<file path="config.mk">
export PLATFORM = sky130hd
export DESIGN_NAME = sal_controller
export DESIGN_NICKNAME = d
export VERILOG_FILES = /design/src/design/sal_pkg.sv /design/src/design/sal_controller.sv
export SDC_FILE = /design/constraint.sdc
export NUM_CORES = 1
export LEC_CHECK = 0
export BUFFER_PORTS_ARGS = -buffer_cell sky130_fd_sc_hd__buf_2
export CORE_MARGIN = 4
export CORE_UTILIZATION = 50
export CTS_CLUSTER_DIAMETER = 150
export CTS_CLUSTER_SIZE = 40
export DETAILED_ROUTE_END_ITERATION = 12
export PLACE_DENSITY = 0.74
export REMOVE_ABC_BUFFERS = 1
export SLEW_MARGIN = 20
export SYNTH_ARGS = -nofsm -noshare
export SYNTH_HDL_FRONTEND = slang
export SYNTH_SLANG_ARGS = --single-unit
</file>
<file path="constraint.sdc">
create_clock -name clock -period 2.1 [get_ports clock]
set_input_delay 0.525 -clock clock [delete_from_list [all_inputs] [get_ports clock]]
set_output_delay 0.525 -clock clock [all_outputs]
set_load 0.01 [all_outputs]
</file>
<file path="src/design/sal_pkg.sv">
// Shared constants, codes and controller/datapath interface types for the suffix array builder
package sal_pkg;

   localparam int MAX_LEN_DEF  = 4096;
   localparam int ALPHABET_DEF = 26;

   localparam int OPC_W  = 2;
   localparam int SYM_W  = 5;
   localparam int RANK_W = 13;
   localparam int STAT_W = 2;
   localparam int POS_W  = 13;
   localparam int LCP_W  = 12;
   localparam int LEN_W  = 13;

   typedef logic [OPC_W-1:0]  opcode_type;
   typedef logic [STAT_W-1:0] status_type;

   localparam opcode_type OP_APPEND = 2'd0;
   localparam opcode_type OP_BUILD  = 2'd1;
   localparam opcode_type OP_READ   = 2'd2;
   localparam opcode_type OP_SPARE  = 2'd3;

   localparam status_type ST_OK      = 2'd0;
   localparam status_type ST_FULL    = 2'd1;
   localparam status_type ST_RANGE   = 2'd2;
   localparam status_type ST_UNBUILT = 2'd3;

   typedef logic [5:0] uop_type;

   localparam uop_type U_IDLE     = 6'd0;
   localparam uop_type U_APPEND   = 6'd1;
   localparam uop_type U_NOP      = 6'd2;
   localparam uop_type U_RD_ERR   = 6'd3;
   localparam uop_type U_RD_ISSUE = 6'd4;
   localparam uop_type U_RD_DATA  = 6'd5;
   localparam uop_type U_B0       = 6'd6;
   localparam uop_type U_I1       = 6'd7;
   localparam uop_type U_I2       = 6'd8;
   localparam uop_type U_CLR      = 6'd9;
   localparam uop_type U_C1       = 6'd10;
   localparam uop_type U_C2       = 6'd11;
   localparam uop_type U_C3       = 6'd12;
   localparam uop_type U_C4       = 6'd13;
   localparam uop_type U_P1       = 6'd14;
   localparam uop_type U_P2       = 6'd15;
   localparam uop_type U_L1       = 6'd16;
   localparam uop_type U_L2       = 6'd17;
   localparam uop_type U_L3       = 6'd18;
   localparam uop_type U_L4       = 6'd19;
   localparam uop_type U_DCHK     = 6'd20;
   localparam uop_type U_D1       = 6'd21;
   localparam uop_type U_D2A      = 6'd22;
   localparam uop_type U_D2B      = 6'd23;
   localparam uop_type U_R1       = 6'd24;
   localparam uop_type U_R2       = 6'd25;
   localparam uop_type U_R3       = 6'd26;
   localparam uop_type U_R4       = 6'd27;
   localparam uop_type U_R5       = 6'd28;
   localparam uop_type U_R6       = 6'd29;
   localparam uop_type U_R7       = 6'd30;
   localparam uop_type U_K1       = 6'd31;
   localparam uop_type U_K2       = 6'd32;
   localparam uop_type U_H1       = 6'd33;
   localparam uop_type U_H2       = 6'd34;
   localparam uop_type U_H3       = 6'd35;
   localparam uop_type U_H4       = 6'd36;
   localparam uop_type U_H5       = 6'd37;
   localparam uop_type U_H6       = 6'd38;
   localparam uop_type U_DONE     = 6'd39;

   typedef logic [1:0] isel_type;

   localparam isel_type I_ZERO = 2'd0;
   localparam isel_type I_ONE  = 2'd1;
   localparam isel_type I_N    = 2'd2;

   typedef struct packed {
      uop_type  op;
      logic     i_ld;
      isel_type i_sel;
   } cmd_type;

   typedef struct packed {
      logic rd_ok;
      logic n_zero;
      logic i_eq_n;
      logic i_eq_nb;
      logic i_eq_w;
      logic i_eq_1;
      logic more;
      logic r_le1;
      logic xy_in;
      logic sym_eq;
   } stat_type;

endpackage

</file>
<file path="src/design/sal_controller.sv">
// Sequencer for request decode, the prefix doubling sort passes and the LCP walk
module sal_controller import sal_pkg::*; (
   input  logic       clock,
   input  logic       reset,
   input  logic       start,
   input  opcode_type req_opcode,
   input  stat_type   stat,
   output logic       busy,
   output cmd_type    cmd
);

   uop_type state_ff, state_in;
   logic    first_ff, first_in;

   always_comb begin
      state_in  = state_ff;
      first_in  = first_ff;
      cmd.op    = state_ff;
      cmd.i_ld  = 1'b0;
      cmd.i_sel = I_ZERO;
      unique case (state_ff)
         U_IDLE: begin
            cmd.op = U_IDLE;
            if (start) begin
               unique case (req_opcode)
                  OP_APPEND: cmd.op = U_APPEND;
                  OP_BUILD: begin
                     cmd.op    = U_B0;
                     cmd.i_ld  = 1'b1;
                     cmd.i_sel = I_ONE;
                     first_in  = 1'b1;
                     state_in  = stat.n_zero ? U_DONE : U_I1;
                  end
                  OP_READ: begin
                     if (stat.rd_ok) begin
                        cmd.op   = U_RD_ISSUE;
                        state_in = U_RD_DATA;
                     end else begin
                        cmd.op = U_RD_ERR;
                     end
                  end
                  default: cmd.op = U_NOP;
               endcase
            end
         end
         U_RD_DATA: state_in = U_IDLE;
         U_I1:      state_in = U_I2;
         U_I2: begin
            if (stat.i_eq_n) begin
               cmd.i_ld = 1'b1;
               cmd.i_sel = I_ZERO;
               state_in = U_CLR;
            end else begin
               state_in = U_I1;
            end
         end
         U_CLR: begin
            if (stat.i_eq_nb) begin
               cmd.i_ld = 1'b1;
               cmd.i_sel = I_ONE;
               state_in = U_C1;
            end
         end
         U_C1: state_in = U_C2;
         U_C2: state_in = U_C3;
         U_C3: state_in = U_C4;
         U_C4: begin
            if (stat.i_eq_n) begin
               cmd.i_ld = 1'b1;
               cmd.i_sel = I_ZERO;
               state_in = U_P1;
            end else begin
               state_in = U_C1;
            end
         end
         U_P1: state_in = U_P2;
         U_P2: begin
            if (stat.i_eq_nb) begin
               cmd.i_ld = 1'b1;
               cmd.i_sel = I_N;
               state_in = U_L1;
            end else begin
               state_in = U_P1;
            end
         end
         U_L1: state_in = U_L2;
         U_L2: state_in = U_L3;
         U_L3: state_in = U_L4;
         U_L4: begin
            if (!stat.i_eq_1) begin
               state_in = U_L1;
            end else if (first_ff) begin
               first_in = 1'b0;
               state_in = U_DCHK;
            end else begin
               cmd.i_ld = 1'b1;
               cmd.i_sel = I_ONE;
               state_in = U_R1;
            end
         end
         U_DCHK: begin
            cmd.i_ld = 1'b1;
            cmd.i_sel = I_ONE;
            state_in = stat.more ? U_D1 : U_H1;
         end
         U_D1: begin
            if (stat.i_eq_w) begin
               cmd.i_ld = 1'b1;
               cmd.i_sel = I_ONE;
               state_in = U_D2A;
            end
         end
         U_D2A: state_in = U_D2B;
         U_D2B: begin
            if (stat.i_eq_n) begin
               cmd.i_ld = 1'b1;
               cmd.i_sel = I_ZERO;
               state_in = U_CLR;
            end else begin
               state_in = U_D2A;
            end
         end
         U_R1: state_in = U_R2;
         U_R2: state_in = U_R3;
         U_R3: state_in = U_R4;
         U_R4: state_in = U_R5;
         U_R5: state_in = U_R6;
         U_R6: state_in = U_R7;
         U_R7: begin
            if (stat.i_eq_n) begin
               cmd.i_ld = 1'b1;
               cmd.i_sel = I_ONE;
               state_in = U_K1;
            end else begin
               state_in = U_R1;
            end
         end
         U_K1: state_in = U_K2;
         U_K2: state_in = stat.i_eq_n ? U_DCHK : U_K1;
         U_H1: state_in = U_H2;
         U_H2: begin
            if (stat.r_le1) state_in = stat.i_eq_n ? U_DONE : U_H1;
            else state_in = U_H3;
         end
         U_H3: state_in = U_H4;
         U_H4: begin
            if (stat.xy_in) state_in = U_H5;
            else state_in = stat.i_eq_n ? U_DONE : U_H1;
         end
         U_H5: state_in = U_H6;
         U_H6: begin
            if (stat.sym_eq) state_in = U_H4;
            else state_in = stat.i_eq_n ? U_DONE : U_H1;
         end
         U_DONE: state_in = U_IDLE;
         default: state_in = U_IDLE;
      endcase
   end

   assign busy = (state_ff != U_IDLE);

   always_ff @(posedge clock) begin
      if (reset) begin
         state_ff <= U_IDLE;
         first_ff <= 1'b0;
      end else begin
         state_ff <= state_in;
         first_ff <= first_in;
      end
   end

`ifndef NO_ASSERTIONS
   a_build_goes_busy: assert property (@(posedge clock) disable iff (reset)
      (start && !busy && req_opcode == OP_BUILD) |=> busy)
      else $error("build request did not start the sequencer");
   a_read_two_cycles: assert property (@(posedge clock) disable iff (reset)
      (state_ff == U_RD_DATA) |=> !busy)
      else $error("read did not return to idle");
   a_append_stays_idle: assert property (@(posedge clock) disable iff (reset)
      (start && !busy && req_opcode == OP_APPEND) |=> !busy)
      else $error("append request made the sequencer busy");
`endif

endmodule

</file>
==> results by group, run 1 <==
Route
  • Detailed-router iteration count before antenna repair: 8
  • ANT nets after route: 0
  • Vias: 1707
  • WL final: 4670 um
  • Post-route DRC: 0
  • DR iter-0 viols: 190
  • Via/cell ratio: 6.77
  • WL per Instance: 18.5 um

Synthesis
  • Ys flop type: dfxtp_1
  • Yosys top cell area share: 12.2%
  • Synth unique cells: 49
  • Top cell type by total area after synthesis: dfxtp_1
  • Synth Warn #: 0
  • Post-synthesis cell area: 1140 um2
  • Synthesis-stage register bit count: 7
  • Post-Synthesis Cells: 183
  • Most common cell in the netlist: nand2_1
  • Fraction of registers with async set/reset: 0%
  • Post-synth top cells: nand2_1 (16), nor2_1 (15), a21oi_1 (14), clkbuf_1 (14), nand3_1 (11)
  • Number of synthesized flops with an enable pin: 0
  • Main area contributors after synthesis: dfxtp_1 (12%), a21oi_1 (6.1%), nand2_1 (5.2%)
  • Avg Inst Size Synth: 6.26 um2
  • Seq/Total Area, Yosys: 12.2%

Layout
  • Ant. Diodes: 0
  • Multi-input logic area: 967 um2
  • Storage cell area: 153 um2
  • Nets: 240
  • Area growth, synth to finish: 41.7%
  • Utilization after layout: 74.1%
  • Post-route cell area: 1620 um2
  • Non-Filler Instances: 252
  • Share of cells above drive strength 1: 35.7%
  • Fillers: 175

Global route
  • First-pass GRT wire length: 7180 um
  • Total track usage: 28.7%
  • Gr ovfl total: 0
  • Initial antenna violation count: 0
  • Largest net degree at the start of global routing: 19
  • Vias in the first global route: 1455

STA
  • Fin crit share: 105%
  • Slew Limit Fails: 0
  • FMAX: 453 MHz
  • Shortest period the worst path allows: 2.21 ns
  • Final setup fails: 3
  • Setup tns final: -0.229 ns
  • Endpoints failing hold: 0
  • Unrepaired setup endpoints after global routing: yes
  • Clock Skew: 0.00587 ns
  • Worst Setup Slack, final: -0.107 ns
  • Worst Max-Slew Pin Slew: 0.466 ns
  • Slew headroom: 68.8%

Placement
  • DP Area: 1390 um2
  • Buffers on Ports: 24
  • HPWL after detailed placement: 3060 um
  • Placed insts: 238
  • Final Wtd Congestion: 0.984

Worst setup path
  • Top delay family on crit path: simple AND/OR/NAND/NOR gates
  • Reg2reg path depth: 7
  • Worst setup startpoint: state_ff[3]$_SDFFE_PP0P_
  • Crit path max fanout: 5
  • CP peak stage delay: 0.36 ns
  • Worst setup path end: cmd[0]
  • Crit. End Element: output pin
  • Crit path kind: flop to output pin
  • WP buf/inv: 2
  • Critical Path Stages: 7
  • Crit path cell chain: nor3b_2 > buf_4 > nand2_2 > nor2_1 > a221oi_2 > o21ai_1 > buf_2
  • WP data required: 1.57 ns
  • Critical R2R Launch: state_ff[4]$_SDFFE_PP0P_
  • Worst path slowest cell: dfxtp_4
  • R2R Path End: state_ff[2]$_SDFFE_PP0P_
  • Startpoint types: flop
  • Worst reg-to-reg setup slack: 0.06 ns
  • Arr. time, crit path: 1.68 ns

Clocking
  • Hold_buf cts: 0
  • TritonCTS Buffers: 3
  • H-tree depth: 1
  • Sink Count: 7
  • CTS Buffer Depth: 2
  • Clk Latency, worst-skew pair: 0.26 ns
  • Worst-path clk slew: 0.06 ns
  • Root Driver: clkbuf_4
  • TritonCTS clock tree: yes

Floorplanning
  • Core footprint: 2190 um2
  • Initial Util: 52.3%
  • Die ar.: 3120 um2
  • IO Pins: 25
  • Die H: 55.9 um
  • Num rows: 17
  • Die Width: 55.9 um

Power and ir drop
  • PD cells: 1050 nW/um2
  • Leak Pwr: 0.698 nW
  • Total power: 1.71 mW
  • Largest vdd supply drop: 0.898 mV

Status
  • Status: finished with violations
  • Violated checks: setup timing

Worst hold path
  • Hold/Removal Path Class: input pin to flop

Run
  • Max-cap violations: 0
==> flip-flops by register name (all words and copies together), names as in the netlist <==
| register | count |
|---|---|
| first_ff | 1 |
| state_ff | 6 |
==> per-layer routing <==
metal | global-route usage [%] | routed length (um) | vias to the layer above
li1 | - | - | 765
met1 | 38.5 | 1730 | 774
met2 | 44.9 | 2100 | 138
met3 | 5.80 | 631 | 30
met4 | 10.5 | 206 | 0
met5 | 1.79 | 0 | -
==> where the power goes <==
part           switching [mW]  internal (mW)
clock network          0.0559         0.0729
logic                   0.773          0.584
registers              0.0475          0.176
==> cells in the final DEF (no fill, tap or decap), types with 3 or more instances in the layout <==
cell type,count
a21o_1,5
a21oi_1,13
a22oi_1,3
and3_1,3
buf_2,24
buf_4,26
buf_6,4
clkbuf_4,3
dfxtp_2,4
inv_1,6
nand2_1,15
nand2b_1,6
nand3_1,9
nand4_1,4
nor2_1,13
nor2b_1,5
nor3_1,4
nor3b_1,3
nor4_1,5
o21ai_0,7
o21ai_1,3
o31ai_1,3
or3_1,4
==> cell type report <==
class                      instances  share of cell area, %
clock buffer                       4                   1.62
inverter                           7                   1.62
multi-input combinational        149                   59.6
sequential                         7                   9.41
tap                               28                   2.16
timing repair buffer              57                   25.6
==> per-stage QoR <==
| step | hold WS (ns) | setup slack, ns |
|---|---|---|
| 6_report | 0.518 | -0.107 |
| 5_1_grt | 0.525 | -0.178 |
| 4_1_cts | 0.497 | -0.0105 |
| 3_5_place_dp | 0.559 | -0.0236 |
| 3_3_place_gp | 0.535 | 0.0211 |
| 2_1_floorplan | 0.503 | -0.174 |
==> worst min path at each step <==
stage | start | endpoint | slack, ns | cells past startpoint
2_1_floorplan | first_ff$_SDFFE_PP0P_ | first_ff$_SDFFE_PP0P_ | 0.50 | 2
3_3_place_gp | first_ff$_SDFFE_PP0P_ | first_ff$_SDFFE_PP0P_ | 0.53 | 2
3_5_place_dp | first_ff$_SDFFE_PP0P_ | first_ff$_SDFFE_PP0P_ | 0.56 | 2
4_1_cts | reset | state_ff[2]$_SDFFE_PP0P_ | 0.50 | 2
5_1_grt | reset | state_ff[2]$_SDFFE_PP0P_ | 0.53 | 2
6_report | reset | state_ff[2]$_SDFFE_PP0P_ | 0.52 | 2
==> cells by family (layout without fill, tap and decap cells) <==
family                 after synthesis  in the layout  synth area share, %
buffers and inverters               27             68                 9.51
AO/OA/AOI/OAI                       58             58                 34.6
AND/OR/NAND/NOR                     91             91                 43.6
flip-flops                           7              7                 12.2
==> worst register-to-register path, delay by kind of cell (launching register included) <==
family / cells / cell delay [ns]
simple gates: 3 / 1.02
compound gates: 2 / 0.31
flops: 1 / 0.33
buf+inv: 2 / 0.28
==> timing repair <==
item / 4_1_cts / 5_1_grt
buffers inserted: 4 / 5
gates resized for setup: 27 / 6
endpoints found under the setup margin: 3 / 4
hold endpoints to repair: 0 / 0
pin swaps: 5 / 4
gates cloned: 0 / 1
Note: power is estimated with default switching activity, not from simulation.
==> inputs of run 2 (changes only) <==
--- a/config.mk
+++ b/config.mk
@@ -5,13 +5,15 @@
 export SDC_FILE = /design/constraint.sdc
 export NUM_CORES = 1
 export LEC_CHECK = 0
+export ABC_AREA = 1
 export BUFFER_PORTS_ARGS = -buffer_cell sky130_fd_sc_hd__buf_2
 export CORE_MARGIN = 4
-export CORE_UTILIZATION = 50
+export CORE_UTILIZATION = 55
+export CTS_BUF_LIST = sky130_fd_sc_hd__clkbuf_8
 export CTS_CLUSTER_DIAMETER = 150
 export CTS_CLUSTER_SIZE = 40
 export DETAILED_ROUTE_END_ITERATION = 12
-export PLACE_DENSITY = 0.74
+export PLACE_DENSITY = 0.81
 export REMOVE_ABC_BUFFERS = 1
 export SLEW_MARGIN = 20
 export SYNTH_ARGS = -nofsm -noshare
==> results by group, run 2 <==
Status
  • Status: finished with violations (unchanged)
  • Violated checks: setup timing (unchanged)

Synthesis
  • Avg Inst Size Synth: 5.12 um2 (was 6.26 um2)
  • Main area contributors after synthesis: nand2_1 (20%), dfxtp_1 (13%), nand3_1 (12%) (was dfxtp_1 (12%), a21oi_1 (6.1%), nand2_1 (5.2%))
  • Synthesis-stage register bit count: 7 (unchanged)
  • Post-synth top cells: nand2_1 (57), nand3_1 (26), nor2_1 (26), inv_1 (25), o21ai_0 (18) (was nand2_1 (16), nor2_1 (15), a21oi_1 (14), clkbuf_1 (14), nand3_1 (11))
  • Yosys top cell area share: 19.9% (was 12.2%)
  • Post-Synthesis Cells: 210 (was 183)
  • Synth Warn #: 0 (unchanged)
  • Number of synthesized flops with an enable pin: 0 (unchanged)
  • Synth unique cells: 29 (was 49)
  • Seq/Total Area, Yosys: 13.0% (was 12.2%)
  • Top cell type by total area after synthesis: nand2_1 (was dfxtp_1)
  • Ys flop type: dfxtp_1 (unchanged)
  • Fraction of registers with async set/reset: 0% (unchanged)
  • Post-synthesis cell area: 1080 um2 (was 1140 um2)
  • Most common cell in the netlist: nand2_1 (unchanged)

Placement
  • Placed insts: 260 (was 238)
  • Final Wtd Congestion: 1.03 (was 0.984)
  • Buffers on Ports: 24 (unchanged)
  • HPWL after detailed placement: 3170 um (was 3060 um)
  • DP Area: 1240 um2 (was 1390 um2)

Layout
  • Ant. Diodes: 0 (unchanged)
  • Most common library cell in the layout ignoring fill and taps: nand2_1 (was buf_4)
  • Share of cells above drive strength 1: 30.1% (was 35.7%)
  • Nets: 262 (was 240)
  • Max reg flops: 6 (unchanged)
  • Area growth, synth to finish: 34.0% (was 41.7%)
  • Most frequent cells in the layout: nand2_1 (53), inv_1 (24), nand3_1 (24), buf_2 (24), nor2_1 (23) (was buf_4 (26), buf_2 (24), nand2_1 (15))
  • Top Registers: state_ff x6, first_ff x1 (unchanged)
  • Non-Filler Instances: 271 (was 252)
  • Biggest register: state_ff (unchanged)
  • Post-route cell area: 1440 um2 (was 1620 um2)

Worst setup path
  • Crit path kind: flop to output pin (unchanged)
  • Startpoint types: flop (unchanged)
  • Crit path max fanout: 6 (was 5)
  • Critical R2R Launch: state_ff[3]$_SDFFE_PP0P_ (was state_ff[4]$_SDFFE_PP0P_)
  • Worst reg-to-reg setup slack: 0.13 ns (was 0.06 ns)
  • WP data required: 1.57 ns (about the same)
  • R2R Path End: state_ff[3]$_SDFFE_PP0P_ (was state_ff[2]$_SDFFE_PP0P_)
  • Crit. End Element: output pin (unchanged)
  • Reg2reg path depth: 10 (was 7)
  • Arr. time, crit path: 1.59 ns (was 1.68 ns)

Power and ir drop
  • Largest vdd supply drop: 0.810 mV (was 0.898 mV)
  • PD cells: 1090 nW/um2 (was 1050 nW/um2)
  • Leak Pwr: 0.796 nW (was 0.698 nW)

Route
  • WL final: 4810 um (was 4670 um)
  • Via/cell ratio: 6.47 (was 6.77)
  • DR iter-0 viols: 227 (was 190)
  • Detailed-router iteration count before antenna repair: 5 (was 8)
  • Vias: 1753 (was 1707)
  • Post-route DRC: 0 (unchanged)
  • ANT nets after route: 0 (unchanged)
  • WL per Instance: 17.7 um (was 18.5 um)

STA
  • FMAX: 473 MHz (was 453 MHz)
  • Endpoints failing hold: 0 (unchanged)
  • Fin crit share: 101% (was 105%)
  • Worst Setup Slack, final: -0.0163 ns (was -0.107 ns)
  • Shortest period the worst path allows: 2.12 ns (was 2.21 ns)
  • Final setup fails: 1 (was 3)
  • Slew headroom: 68.3% (was 68.8%)
  • Clock Skew: 0.00265 ns (was 0.00587 ns)
  • Unrepaired setup endpoints after global routing: yes (unchanged)
  • Worst Max-Slew Pin Slew: 0.471 ns (was 0.466 ns)
  • Slew Limit Fails: 0 (unchanged)

Worst hold path
  • Min-delay src: first_ff$_SDFFE_PP0P_ (was reset)
  • Hold/Removal Path Class: flop to flop (was input pin to flop)
  • Hold Path Depth: 2 (unchanged)
  • Hold EP: first_ff$_SDFFE_PP0P_ (was state_ff[2]$_SDFFE_PP0P_)

Clocking
  • TritonCTS clock tree: yes (unchanged)
  • Root Driver: clkbuf_8 (was clkbuf_4)
  • Worst-path clk slew: 0.04 ns (was 0.06 ns)
  • H-tree depth: 1 (unchanged)
  • Hold_buf cts: 0 (unchanged)
  • TritonCTS Buffers: 3 (unchanged)
  • CTS Buffer Depth: 2 (unchanged)
  • Sink Count: 7 (unchanged)
  • Clk Latency, worst-skew pair: 0.24 ns (was 0.26 ns)

Global route
  • First-pass GRT wire length: 6860 um (was 7180 um)
  • Vias in the first global route: 1506 (was 1455)
  • Largest net degree at the start of global routing: 12 (was 19)
  • Initial antenna violation count: 0 (unchanged)
  • Total track usage: 34.0% (was 28.7%)
  • Gr ovfl total: 0 (unchanged)

Floorplanning
  • Initial Util: 60.4% (was 52.3%)
  • Die Width: 52.2 um (was 55.9 um)
  • Core footprint: 1780 um2 (was 2190 um2)
  • Die H: 52.2 um (was 55.9 um)
  • IO Pins: 25 (unchanged)
  • Num rows: 15 (was 17)
  • Die ar.: 2730 um2 (was 3120 um2)

Run
  • Max-cap violations: 0 (unchanged)
## run 2: what timing repair did
action                                  in CTS  in global routing
resized for setup                           10                 22
buffers inserted                             1                  6
endpoints found under the setup margin       4                  3
endpoints found under the hold margin        0                  0
gates cloned                                 0                  0
pin swaps                                    1                  4
## run 2: worst max path at each step
stage | endpoint | depth (start not counted) | start
after floorplan | cmd[3] | 5 | state_ff[3]$_SDFFE_PP0P_
after global placement | cmd[2] | 9 | state_ff[1]$_SDFFE_PP0P_
after detailed placement | cmd[2] | 9 | state_ff[1]$_SDFFE_PP0P_
after CTS | cmd[2] | 9 | state_ff[1]$_SDFFE_PP0P_
after global routing | cmd[2] | 8 | state_ff[3]$_SDFFE_PP0P_
final | cmd[1] | 6 | state_ff[1]$_SDFFE_PP0P_
## run 2: critical path: stages, from the launching register on
cell	delay [ns]
dfxtp_4	0.41
nand2_4	0.08
buf_4	0.13
nor2_1	0.27
nand3_1	0.16
inv_1	0.15
buf_2	0.15
## run 2: cell families (layout without fill, tap and decap cells)
kind of cell / count (synthesis) / count (layout) / synth area share, %
AOI/OAI and AO/OA: 37 / 37 / 19.0
buffers and inverters: 34 / 70 / 12.7
DFF: 7 / 7 / 13.0
and+or+nand+nor: 132 / 132 / 55.4
## run 2: final cells by class
type                       instances  area (um2)
fill                             130         342
clock buffer                       3        41.3
inverter                          29         109
tap                               25        31.3
timing repair buffer              37         218
clock inverter                     1        3.75
multi-input combinational        169         881
sequential                         7         158
## run 2: where the power goes
group          internal, mW  leakage (nW)  total [mW]  switching (mW)
clock                 0.127        0.0269       0.197          0.0697
sequential            0.187        0.0609       0.277          0.0898
combinational         0.385         0.708        1.10           0.711
total                 0.700         0.796        1.57           0.870
## run 2: layer usage
layer,part of all wire (%),vias up,global-route usage [%]
met5,0,-,0
met4,5.4,0,14.0
li1,-,766,-
met1,37,770,42.9
met3,12,44,5.41
met2,46,173,56.9
## run 2: through the flow
stage          worst slack [ns]  power (mW)  hold WS [ns]  util (%)  setup TNS [ns]
2_1_floorplan             0.181       0.851         0.451         -               0
3_5_place_dp             0.0480        1.16         0.490      69.8               0
4_1_cts                 -0.0129        1.41         0.495      74.1         -0.0129
5_1_grt                 -0.0589        1.66         0.524      80.8          -0.101
6_report                -0.0163        1.57         0.501      80.8         -0.0163
3_3_place_gp             0.0791        1.15         0.474      69.8               0
